--- src/design/ihex_pkg.sv ---
// ----------------------------------------------------------------------------
// ihex_pkg
// Shared types and codes of the hex record parser: character classes,
// queue item layout, parse phases, result kinds, error codes and record types.
// ----------------------------------------------------------------------------
package ihex_pkg;

    localparam int QDEPTH  = 2;
    localparam int QPTR_W  = 1;
    localparam int QCNT_W  = 2;

    typedef enum logic [1:0] {
        CLS_COLON,
        CLS_HEX,
        CLS_OTHER
    } char_class_t;

    typedef struct packed {
        char_class_t cls;
        logic [3:0]  digit;
    } q_item_t;

    typedef enum logic [2:0] {
        PH_COLON,
        PH_COUNT,
        PH_ADDR,
        PH_TYPE,
        PH_DATA,
        PH_PAY_A,
        PH_PAY_B,
        PH_CSUM
    } phase_t;

    localparam logic [1:0] KIND_WRITE = 2'd0;
    localparam logic [1:0] KIND_DONE  = 2'd1;
    localparam logic [1:0] KIND_ERROR = 2'd2;

    localparam logic [2:0] ERR_COLON    = 3'd0;
    localparam logic [2:0] ERR_NONHEX   = 3'd1;
    localparam logic [2:0] ERR_LIMIT    = 3'd2;
    localparam logic [2:0] ERR_TYPE     = 3'd3;
    localparam logic [2:0] ERR_CHECKSUM = 3'd4;

    localparam logic [7:0] REC_DATA    = 8'd0;
    localparam logic [7:0] REC_EOF     = 8'd1;
    localparam logic [7:0] REC_SEGMENT = 8'd2;
    localparam logic [7:0] REC_SEG_START = 8'd3;
    localparam logic [7:0] REC_LINEAR  = 8'd4;
    localparam logic [7:0] REC_LIN_START = 8'd5;

endpackage

--- src/design/intel_hex_record_parser_unit.sv ---
// ----------------------------------------------------------------------------
// intel_hex_record_parser_unit
// Character-stream hex record parser producing memory writes, end-of-file
// summary and error items.
// ----------------------------------------------------------------------------
// Usage:
//   Input channel (in_valid, in_stall, char_in) carries one ASCII character
//   per item. Output channel (out_valid, out_stall, result fields) carries a
//   memory write, an end-of-file item with start address and extent, or an
//   error item. The memory limit is written through cfg_write_enable and
//   cfg_write_data; the user must do so only while the block is idle, as the
//   block itself does not enforce it. The limit resets to 1 MiB. Throughput is
//   one character per cycle while the receiver does not stall, the back-end
//   parser updating its fields per character. An accepted character is written
//   into the two-entry queue, then taken through the parser into the output
//   register. When the receiver stalls, the output register holds its item,
//   the parser stops taking from the queue and the queue fills; in_stall
//   rises once both queue entries are occupied. Whitespace is consumed by the
//   front end. Reset clears all parser state and the queue; after an error
//   or the end of file, characters are taken and dropped until the next reset.
// ----------------------------------------------------------------------------
module intel_hex_record_parser_unit (
    input  logic        clk,
    input  logic        rst_n,
    input  logic        cfg_write_enable,
    input  logic [31:0] cfg_write_data,
    input  logic        in_valid,
    output logic        in_stall,
    input  logic [7:0]  char_in,
    output logic        out_valid,
    input  logic        out_stall,
    output logic [1:0]  result_kind,
    output logic [31:0] write_address,
    output logic [7:0]  write_data,
    output logic [31:0] start_address,
    output logic [31:0] extent_mark,
    output logic [2:0]  error_code
);
    import ihex_pkg::*;

    logic    q_full;
    logic    push;
    q_item_t push_item;
    logic    pop;
    logic    q_valid;
    q_item_t q_item;

    ihex_front u_front (
        .in_valid  (in_valid),
        .char_in   (char_in),
        .q_full    (q_full),
        .in_stall  (in_stall),
        .push      (push),
        .push_item (push_item)
    );

    ihex_queue u_queue (
        .clk       (clk),
        .rst_n     (rst_n),
        .push      (push),
        .push_item (push_item),
        .pop       (pop),
        .full      (q_full),
        .q_valid   (q_valid),
        .q_item    (q_item)
    );

    ihex_back u_back (
        .clk              (clk),
        .rst_n            (rst_n),
        .cfg_write_enable (cfg_write_enable),
        .cfg_write_data   (cfg_write_data),
        .q_valid          (q_valid),
        .q_item           (q_item),
        .pop              (pop),
        .out_valid        (out_valid),
        .out_stall        (out_stall),
        .result_kind      (result_kind),
        .write_address    (write_address),
        .write_data       (write_data),
        .start_address    (start_address),
        .extent_mark      (extent_mark),
        .error_code       (error_code)
    );

endmodule

--- src/design/ihex_front.sv ---
// ----------------------------------------------------------------------------
// ihex_front
// Takes characters, drops whitespace and classifies the rest as colon,
// hex digit (with its value) or other for the queue.
// ----------------------------------------------------------------------------
module ihex_front (
    input  logic             in_valid,
    input  logic [7:0]       char_in,
    input  logic             q_full,
    output logic             in_stall,
    output logic             push,
    output ihex_pkg::q_item_t push_item
);
    import ihex_pkg::*;

    logic is_space;
    logic is_digit;
    logic is_letter;

    always_comb
    begin
        is_space  = (char_in == 8'h20) || (char_in >= 8'h09 && char_in <= 8'h0d);
        is_digit  = (char_in >= 8'h30) && (char_in <= 8'h39);
        is_letter = ((char_in >= 8'h41) && (char_in <= 8'h46)) ||
                    ((char_in >= 8'h61) && (char_in <= 8'h66));
        push_item.digit = 4'd0;
        if (char_in == 8'h3a)
        begin
            push_item.cls = CLS_COLON;
        end
        else if (is_digit)
        begin
            push_item.cls   = CLS_HEX;
            push_item.digit = char_in[3:0];
        end
        else if (is_letter)
        begin
            push_item.cls   = CLS_HEX;
            push_item.digit = char_in[3:0] + 4'd9;
        end
        else
        begin
            push_item.cls = CLS_OTHER;
        end
    end

    assign in_stall = q_full;
    assign push     = in_valid && !q_full && !is_space;

endmodule

--- src/design/ihex_queue.sv ---
// ----------------------------------------------------------------------------
// ihex_queue
// Two-entry queue of classified items between front and back.
// ----------------------------------------------------------------------------
module ihex_queue (
    input  logic              clk,
    input  logic              rst_n,
    input  logic              push,
    input  ihex_pkg::q_item_t push_item,
    input  logic              pop,
    output logic              full,
    output logic              q_valid,
    output ihex_pkg::q_item_t q_item
);
    import ihex_pkg::*;

    q_item_t            mem_reg [QDEPTH];
    logic [QPTR_W-1:0]  wr_ptr_reg;
    logic [QPTR_W-1:0]  wr_ptr_next;
    logic [QPTR_W-1:0]  rd_ptr_reg;
    logic [QPTR_W-1:0]  rd_ptr_next;
    logic [QCNT_W-1:0]  count_reg;
    logic [QCNT_W-1:0]  count_next;

    assign full    = (count_reg == QCNT_W'(QDEPTH));
    assign q_valid = (count_reg != '0);
    assign q_item  = mem_reg[rd_ptr_reg];

    always_comb
    begin
        wr_ptr_next = push ? wr_ptr_reg + 1'b1 : wr_ptr_reg;
        rd_ptr_next = pop  ? rd_ptr_reg + 1'b1 : rd_ptr_reg;
        count_next  = count_reg + QCNT_W'(push) - QCNT_W'(pop);
    end

    always_ff @(posedge clk)
    begin
        if (push)
        begin
            mem_reg[wr_ptr_reg] <= push_item;
        end
    end

    always_ff @(posedge clk or negedge rst_n)
    begin
        if (!rst_n)
        begin
            wr_ptr_reg <= '0;
            rd_ptr_reg <= '0;
            count_reg  <= '0;
        end
        else
        begin
            wr_ptr_reg <= wr_ptr_next;
            rd_ptr_reg <= rd_ptr_next;
            count_reg  <= count_next;
        end
    end

    a_no_overflow: assert property (@(posedge clk) disable iff (!rst_n)
        full |-> !push)
        else $error("queue push while full");

    a_no_underflow: assert property (@(posedge clk) disable iff (!rst_n)
        pop |-> q_valid)
        else $error("queue pop while empty");

    a_count_bound: assert property (@(posedge clk) disable iff (!rst_n)
        count_reg <= QCNT_W'(QDEPTH))
        else $error("queue count beyond depth");

endmodule

--- src/design/ihex_back.sv ---
// ----------------------------------------------------------------------------
// ihex_back
// Record parser: assembles hex fields, tracks base, start and extent,
// checks limit and checksum, and holds results in an output register.
// ----------------------------------------------------------------------------
module ihex_back (
    input  logic              clk,
    input  logic              rst_n,
    input  logic              cfg_write_enable,
    input  logic [31:0]       cfg_write_data,
    input  logic              q_valid,
    input  ihex_pkg::q_item_t q_item,
    output logic              pop,
    output logic              out_valid,
    input  logic              out_stall,
    output logic [1:0]        result_kind,
    output logic [31:0]       write_address,
    output logic [7:0]        write_data,
    output logic [31:0]       start_address,
    output logic [31:0]       extent_mark,
    output logic [2:0]        error_code
);
    import ihex_pkg::*;

    phase_t      phase_reg,          phase_next;
    logic [3:0]  digit_count_reg,    digit_count_next;
    logic [31:0] field_value_reg,    field_value_next;
    logic [7:0]  record_length_reg,  record_length_next;
    logic [31:0] record_address_reg, record_address_next;
    logic [7:0]  record_kind_reg,    record_kind_next;
    logic [7:0]  bytes_left_reg,     bytes_left_next;
    logic [31:0] base_address_reg,   base_address_next;
    logic [31:0] entry_address_reg,  entry_address_next;
    logic [7:0]  running_sum_reg,    running_sum_next;
    logic [31:0] high_water_reg,     high_water_next;
    logic        locked_reg,         locked_next;
    logic [31:0] memory_limit_reg;

    logic        out_valid_reg,      out_valid_next;
    logic [1:0]  kind_reg,           kind_next;
    logic [31:0] waddr_reg,          waddr_next;
    logic [7:0]  wdata_reg,          wdata_next;
    logic [31:0] start_reg,          start_next;
    logic [31:0] extent_reg,         extent_next;
    logic [2:0]  code_reg,           code_next;

    logic        emit;
    logic [31:0] fv_shift;
    logic [3:0]  dc_inc;
    logic [7:0]  sum_upd;
    logic [3:0]  needed;

    assign pop = q_valid && (!out_valid_reg || !out_stall);

    always_comb
    begin
        phase_next          = phase_reg;
        digit_count_next    = digit_count_reg;
        field_value_next    = field_value_reg;
        record_length_next  = record_length_reg;
        record_address_next = record_address_reg;
        record_kind_next    = record_kind_reg;
        bytes_left_next     = bytes_left_reg;
        base_address_next   = base_address_reg;
        entry_address_next  = entry_address_reg;
        running_sum_next    = running_sum_reg;
        high_water_next     = high_water_reg;
        locked_next         = locked_reg;

        emit        = 1'b0;
        kind_next   = kind_reg;
        waddr_next  = waddr_reg;
        wdata_next  = wdata_reg;
        start_next  = start_reg;
        extent_next = extent_reg;
        code_next   = code_reg;

        fv_shift = {field_value_reg[27:0], q_item.digit};
        dc_inc   = digit_count_reg + 4'd1;
        sum_upd  = dc_inc[0] ? running_sum_reg : running_sum_reg + fv_shift[7:0];

        unique case (phase_reg)
            PH_ADDR:
                needed = 4'd4;
            PH_PAY_A, PH_PAY_B:
                needed = (record_kind_reg == REC_LIN_START) ? 4'd8 : 4'd4;
            default:
                needed = 4'd2;
        endcase

        if (pop && !locked_reg)
        begin
            if (phase_reg == PH_COLON)
            begin
                if (q_item.cls != CLS_COLON)
                begin
                    emit        = 1'b1;
                    locked_next = 1'b1;
                    kind_next   = KIND_ERROR;
                    code_next   = ERR_COLON;
                end
                else
                begin
                    phase_next       = PH_COUNT;
                    digit_count_next = 4'd0;
                    field_value_next = 32'd0;
                    running_sum_next = 8'd0;
                end
            end
            else if (q_item.cls != CLS_HEX)
            begin
                emit        = 1'b1;
                locked_next = 1'b1;
                kind_next   = KIND_ERROR;
                code_next   = ERR_NONHEX;
            end
            else if (dc_inc < needed)
            begin
                field_value_next = fv_shift;
                digit_count_next = dc_inc;
                running_sum_next = sum_upd;
            end
            else
            begin
                field_value_next = 32'd0;
                digit_count_next = 4'd0;
                running_sum_next = sum_upd;
                unique case (phase_reg)
                    PH_COUNT:
                    begin
                        record_length_next = fv_shift[7:0];
                        phase_next         = PH_ADDR;
                    end
                    PH_ADDR:
                    begin
                        record_address_next = base_address_reg + {16'd0, fv_shift[15:0]};
                        phase_next          = PH_TYPE;
                    end
                    PH_TYPE:
                    begin
                        record_kind_next = fv_shift[7:0];
                        if (fv_shift[7:0] == REC_DATA)
                        begin
                            bytes_left_next = record_length_reg;
                            phase_next = (record_length_reg == 8'd0) ? PH_CSUM : PH_DATA;
                        end
                        else if (fv_shift[7:0] == REC_EOF)
                        begin
                            phase_next = PH_CSUM;
                        end
                        else if (fv_shift[7:0] >= REC_SEGMENT &&
                                 fv_shift[7:0] <= REC_LIN_START)
                        begin
                            phase_next = PH_PAY_A;
                        end
                        else
                        begin
                            emit        = 1'b1;
                            locked_next = 1'b1;
                            kind_next   = KIND_ERROR;
                            code_next   = ERR_TYPE;
                        end
                    end
                    PH_DATA:
                    begin
                        if (record_address_reg >= memory_limit_reg)
                        begin
                            emit        = 1'b1;
                            locked_next = 1'b1;
                            kind_next   = KIND_ERROR;
                            code_next   = ERR_LIMIT;
                        end
                        else
                        begin
                            if (high_water_reg <= record_address_reg)
                            begin
                                high_water_next = record_address_reg + 32'd1;
                            end
                            record_address_next = record_address_reg + 32'd1;
                            bytes_left_next     = bytes_left_reg - 8'd1;
                            if (bytes_left_reg == 8'd1)
                            begin
                                phase_next = PH_CSUM;
                            end
                            emit      = 1'b1;
                            kind_next = KIND_WRITE;
                            waddr_next = record_address_reg;
                            wdata_next = fv_shift[7:0];
                            code_next  = ERR_COLON;
                        end
                    end
                    PH_PAY_A:
                    begin
                        phase_next = PH_CSUM;
                        case (record_kind_reg)
                            REC_SEGMENT:
                                base_address_next = {fv_shift[27:0], 4'd0};
                            REC_LINEAR:
                                base_address_next = {fv_shift[15:0], 16'd0};
                            REC_LIN_START:
                                entry_address_next = fv_shift;
                            default:
                            begin
                                entry_address_next = {fv_shift[27:0], 4'd0};
                                phase_next         = PH_PAY_B;
                            end
                        endcase
                    end
                    PH_PAY_B:
                    begin
                        entry_address_next = entry_address_reg + fv_shift;
                        phase_next         = PH_CSUM;
                    end
                    default:
                    begin
                        if (sum_upd != 8'd0)
                        begin
                            emit        = 1'b1;
                            locked_next = 1'b1;
                            kind_next   = KIND_ERROR;
                            code_next   = ERR_CHECKSUM;
                        end
                        else
                        begin
                            phase_next = PH_COLON;
                            if (record_kind_reg == REC_EOF)
                            begin
                                emit        = 1'b1;
                                locked_next = 1'b1;
                                kind_next   = KIND_DONE;
                                start_next  = entry_address_reg;
                                extent_next = high_water_reg;
                                code_next   = ERR_COLON;
                            end
                        end
                    end
                endcase
            end
        end

        // fields not belonging to the result kind read as zero
        if (emit)
        begin
            if (kind_next != KIND_WRITE)
            begin
                waddr_next = 32'd0;
                wdata_next = 8'd0;
            end
            if (kind_next != KIND_DONE)
            begin
                start_next  = 32'd0;
                extent_next = 32'd0;
            end
        end

        if (emit)
        begin
            out_valid_next = 1'b1;
        end
        else if (!out_stall)
        begin
            out_valid_next = 1'b0;
        end
        else
        begin
            out_valid_next = out_valid_reg;
        end
    end

    always_ff @(posedge clk or negedge rst_n)
    begin
        if (!rst_n)
        begin
            phase_reg          <= PH_COLON;
            digit_count_reg    <= '0;
            field_value_reg    <= '0;
            record_length_reg  <= '0;
            record_address_reg <= '0;
            record_kind_reg    <= '0;
            bytes_left_reg     <= '0;
            base_address_reg   <= '0;
            entry_address_reg  <= '0;
            running_sum_reg    <= '0;
            high_water_reg     <= '0;
            locked_reg         <= 1'b0;
            memory_limit_reg   <= 32'h0010_0000;
            out_valid_reg      <= 1'b0;
        end
        else
        begin
            phase_reg          <= phase_next;
            digit_count_reg    <= digit_count_next;
            field_value_reg    <= field_value_next;
            record_length_reg  <= record_length_next;
            record_address_reg <= record_address_next;
            record_kind_reg    <= record_kind_next;
            bytes_left_reg     <= bytes_left_next;
            base_address_reg   <= base_address_next;
            entry_address_reg  <= entry_address_next;
            running_sum_reg    <= running_sum_next;
            high_water_reg     <= high_water_next;
            locked_reg         <= locked_next;
            out_valid_reg      <= out_valid_next;
            if (cfg_write_enable)
            begin
                memory_limit_reg <= cfg_write_data;
            end
        end
    end

    always_ff @(posedge clk)
    begin
        kind_reg   <= kind_next;
        waddr_reg  <= waddr_next;
        wdata_reg  <= wdata_next;
        start_reg  <= start_next;
        extent_reg <= extent_next;
        code_reg   <= code_next;
    end

    assign out_valid     = out_valid_reg;
    assign result_kind   = kind_reg;
    assign write_address = waddr_reg;
    assign write_data    = wdata_reg;
    assign start_address = start_reg;
    assign extent_mark   = extent_reg;
    assign error_code    = code_reg;

    a_locked_sticky: assert property (@(posedge clk) disable iff (!rst_n)
        locked_reg |=> locked_reg)
        else $error("lock released without reset");

    a_final_result_locks: assert property (@(posedge clk) disable iff (!rst_n)
        out_valid_reg && (kind_reg == KIND_DONE || kind_reg == KIND_ERROR) |-> locked_reg)
        else $error("done or error without lock");

    a_no_result_when_locked: assert property (@(posedge clk) disable iff (!rst_n)
        locked_reg |-> !emit)
        else $error("result produced while locked");

    a_code_only_on_error: assert property (@(posedge clk) disable iff (!rst_n)
        out_valid_reg && kind_reg != KIND_ERROR |-> code_reg == ERR_COLON)
        else $error("error code set on non-error result");

endmodule

--- config.mk ---
export PLATFORM = sky130hd
export DESIGN_NAME = intel_hex_record_parser_unit
export DESIGN_NICKNAME = d
export VERILOG_FILES = /design/src/design/ihex_pkg.sv /design/src/design/intel_hex_record_parser_unit.sv /design/src/design/ihex_front.sv /design/src/design/ihex_queue.sv /design/src/design/ihex_back.sv
export SDC_FILE = /design/constraint.sdc
export NUM_CORES = 1
export LEC_CHECK = 0
export BUFFER_PORTS_ARGS = -buffer_cell sky130_fd_sc_hd__buf_2
export CORE_ASPECT_RATIO = 0.9
export CORE_MARGIN = 10
export CORE_UTILIZATION = 40
export CTS_CLUSTER_DIAMETER = 150
export DETAILED_ROUTE_END_ITERATION = 8
export PLACE_DENSITY = 0.55
export SLEW_MARGIN = 25
export SYNTH_ARGS = -nofsm -noshare
export SYNTH_HDL_FRONTEND = slang
export SYNTH_SLANG_ARGS = --single-unit
--- constraint.sdc ---
create_clock -name clk -period 5.6 [get_ports clk]
set_input_delay 0 -clock clk [delete_from_list [all_inputs] [get_ports clk]]
set_output_delay 0 -clock clk [all_outputs]
set_load 0.03 [all_outputs]
==> impl_metrics.toml <==
[global_route]
grt.total_usage_pct = 19.9
grt_overflow = 0
grt_max_degree = 123
grt_pass1_vias = 16600
antenna_found_initial = 1
grt_pass1_wl_um = 93800

[timing]
rsz0062_at_grt = "no"
fin_skew_ns = 0.0145
finalSetupViolCount = 0
timing.hold.ws_ns = 0.00887
setup_tns_ns = 0
min_period_ns = 4.98
final_hold_viol_count = 0
timing.final.crit_share_pct = 88.9
fmax_mhz = 201
worstMarginPinSlew_ns = 1.02
slew_viol_final = 0
slew_headroom_pct = 31.7

[routing]
drc_errors = 0
drt_iter0_markers = 1215
final_antenna_net_count = 0
via_per_inst = 5.44
routed_wl_um = 59000
routedWlPerCell_um = 19.1
routed-via-count = 16800
firstDrtPassIters = 5

[setup_path]
end_kind = "flop"
regToRegSetupSlack_ns = 0.62
worstSetupPathType = "flop to flop"
startpoint_type = "flop"
crit_arrival_ns = 5.39
crit_required_ns = 6.01
path_max_fanout = 46

[power]
clkPwrFrac_pct = 35.8
powerDensity_nw_per_um2 = 321
p_switching_mw = 2.45
power_mw = 7.34
vdd_ir_drop_max_v = 0.000220
combinationalPowerShare_pct = 24.3
intPower_mw = 4.90
leakage_nw = 10.3
seqPwrFrac_pct = 39.8
p_sw_share_pct = 33.3

[clock_tree]
post_cts_resized = 0
clk_latency_ns = 0.58
cts_made_buffers = 40
cts.sinks = 350
ctsHoldBuffers = 38
clockBufferDepth = 3
path_clk_slew_ns = 0.06
h-tree-depth = 2
cts-root-buf = "clkbuf_16"
postCtsSetupRepairBufs = 0
cts_tree = "built"

[final_layout]
areaGrowthSynthToFinish_pct = 15.0
drive_gt1_share_pct = 12.4
multiInputGateArea_sq_um = 10700
n_fill_cell = 4781
register_area_sq_um = 8300
nets = 2596

[yosys]
yosysWarningCount = 0
yosys_register_bits = 350
async_reset_ff_share_pct = 65.4
synth.most_common_cell = "nand2_1"
synth_edf_count = 15
synth_top_flop_cell = "dfrtp_1"
ys_seq_area_share_pct = 41.7
netlist_area_sq_um = 19900
synthCells = 2277
synth_top_area_share_pct = 28.7
synth.area.top_cells = "dfrtp_1 29%, dfxtp_1 11%, nand2_1 8.5%"
ys_top_cells_by_count = "450 x nand2_1, 243 x a21oi_1, 228 x dfrtp_1"
yosys.cell_types.count = 92
yosysTopAreaCell = "dfrtp_1"
syn_area_per_cell_sq_um = 8.74
syn_nets = 2452

[min_path]
hold_path.class = "input pin to asynchronous set/reset pin"

[floorplanning]
die_w_um = 255
die_h_um = 232
io_pins = 156
core-area_sq_um = 49100
rows = 77
start_util_pct = 40.5
die_area_sq_um = 59100

[status]
status = "completed"

[place]
gp_congestion = 0.882
dp_hpwl_um = 42100
numPortBuffers = 155

[job]
drv_cap = 0
area by class of cell:
cell class	count	area share, %
antenna	2	0.0219
clock buffer	59	4.91
clock inverter	15	0.804
inverter	101	1.66
multi-input combinational	1702	46.6
sequential	350	36.3
tap	632	3.46
timing repair buffer	226	6.23
power by group through the flow:
stage | sequential (mW) | combinational [mW] | clock, mW
6_report | 2.93 | 1.79 | 2.63
3_5_place_dp | 2.97 | 1.76 | 0
4_1_cts | 2.92 | 1.79 | 2.70
2_1_floorplan | 2.87 | 1.28 | 0
5_1_grt | 2.95 | 1.98 | 2.80
3_3_place_gp | 2.97 | 1.72 | 0
metal layers:
metal	GRT usage, %	wire [um]
met4	6.86	1730
met2	32.3	27600
met1	26.6	27100
met5	0	0
met3	2.77	2670
logic make-up after synthesis:
kind of cell             after synthesis  share of synthesized area, %
AND/OR/NAND/NOR                      785                          17.8
multiplexers                          65                          3.52
flip-flops                           350                          41.7
buffers and inverters                225                          4.87
adder cells (fa/ha/maj)              130                          8.29
AO/OA/AOI/OAI                        629                          19.7
XOR/XNOR                              93                          4.09
layout by cell type (no fill, tap or decap), types with 14 or more instances in the layout:
| master | count |
|---|---|
| nand2_1 | 450 |
| a21oi_1 | 243 |
| dfrtp_1 | 228 |
| buf_2 | 154 |
| o21ai_0 | 136 |
| ha_1 | 127 |
| dfxtp_1 | 106 |
| nor2_1 | 104 |
| inv_1 | 101 |
| xnor2_1 | 62 |
| nand3_1 | 45 |
| clkbuf_16 | 40 |
| a22o_1 | 39 |
| dlygate4sd3_1 | 38 |
| nor3_1 | 32 |
| buf_4 | 32 |
| xor2_1 | 31 |
| a21o_1 | 27 |
| mux2i_1 | 25 |
| nand4_1 | 24 |
| mux2_1 | 23 |
| nor2b_1 | 22 |
| o21ai_1 | 22 |
| a211oi_1 | 18 |
| nor4_1 | 17 |
| mux2_2 | 17 |
| o21a_1 | 16 |
| o22ai_1 | 16 |
| edfxtp_1 | 15 |
| a31oi_1 | 14 |
| clkbuf_1 | 14 |
stage by stage:
stage,area (sq um),util [%],worst slack [ns],instances
5_1_grt,22900,46.6,0.215,3086
3_5_place_dp,21200,43.1,0.620,2973
2_1_floorplan,19900,-,1.56,2277
6_report,22900,46.6,0.622,3087
4_1_cts,22900,46.5,0.606,3085
3_3_place_gp,21200,43.1,0.910,2973
path summary, 6_finish.rpt:
check                           cells after the start                                        to                        startpoint
worst min register to register                      2          u_back.write_address[17]$_DFF_P_  u_back.write_address[17]$_DFF_P_
worst max-delay path                               14            u_back.extent_mark[15]$_DFF_P_    u_queue.rd_ptr_reg$_DFFE_PN0P_
min in group clk                                    4           u_queue.mem_reg[0][3]$_DFFE_PP_                        char_in[0]
max in group asynchronous                           3  u_back.entry_address_reg[17]$_DFFE_PN0P_                             rst_n
worst max register to register                     14            u_back.extent_mark[15]$_DFF_P_    u_queue.rd_ptr_reg$_DFFE_PN0P_
worst min-delay path                                2   u_back.memory_limit_reg[10]$_DFFE_PN0P_                             rst_n
critical path, cell delays in order, from the launching register on:
cell and delay, ns:
dfrtp_1 0.56, mux2i_1 0.28, inv_1 0.19, ha_1 0.29, fa_1 0.40, a21o_1 0.25, a31oi_1 0.33, mux2i_1 0.25
o311ai_1 0.22, a2111oi_4 0.38, nand2_2 0.17, or3_2 0.93, buf_4 0.39, nand2_1 0.09, a21oi_1 0.06
Power figures use the tool's default switching activity.
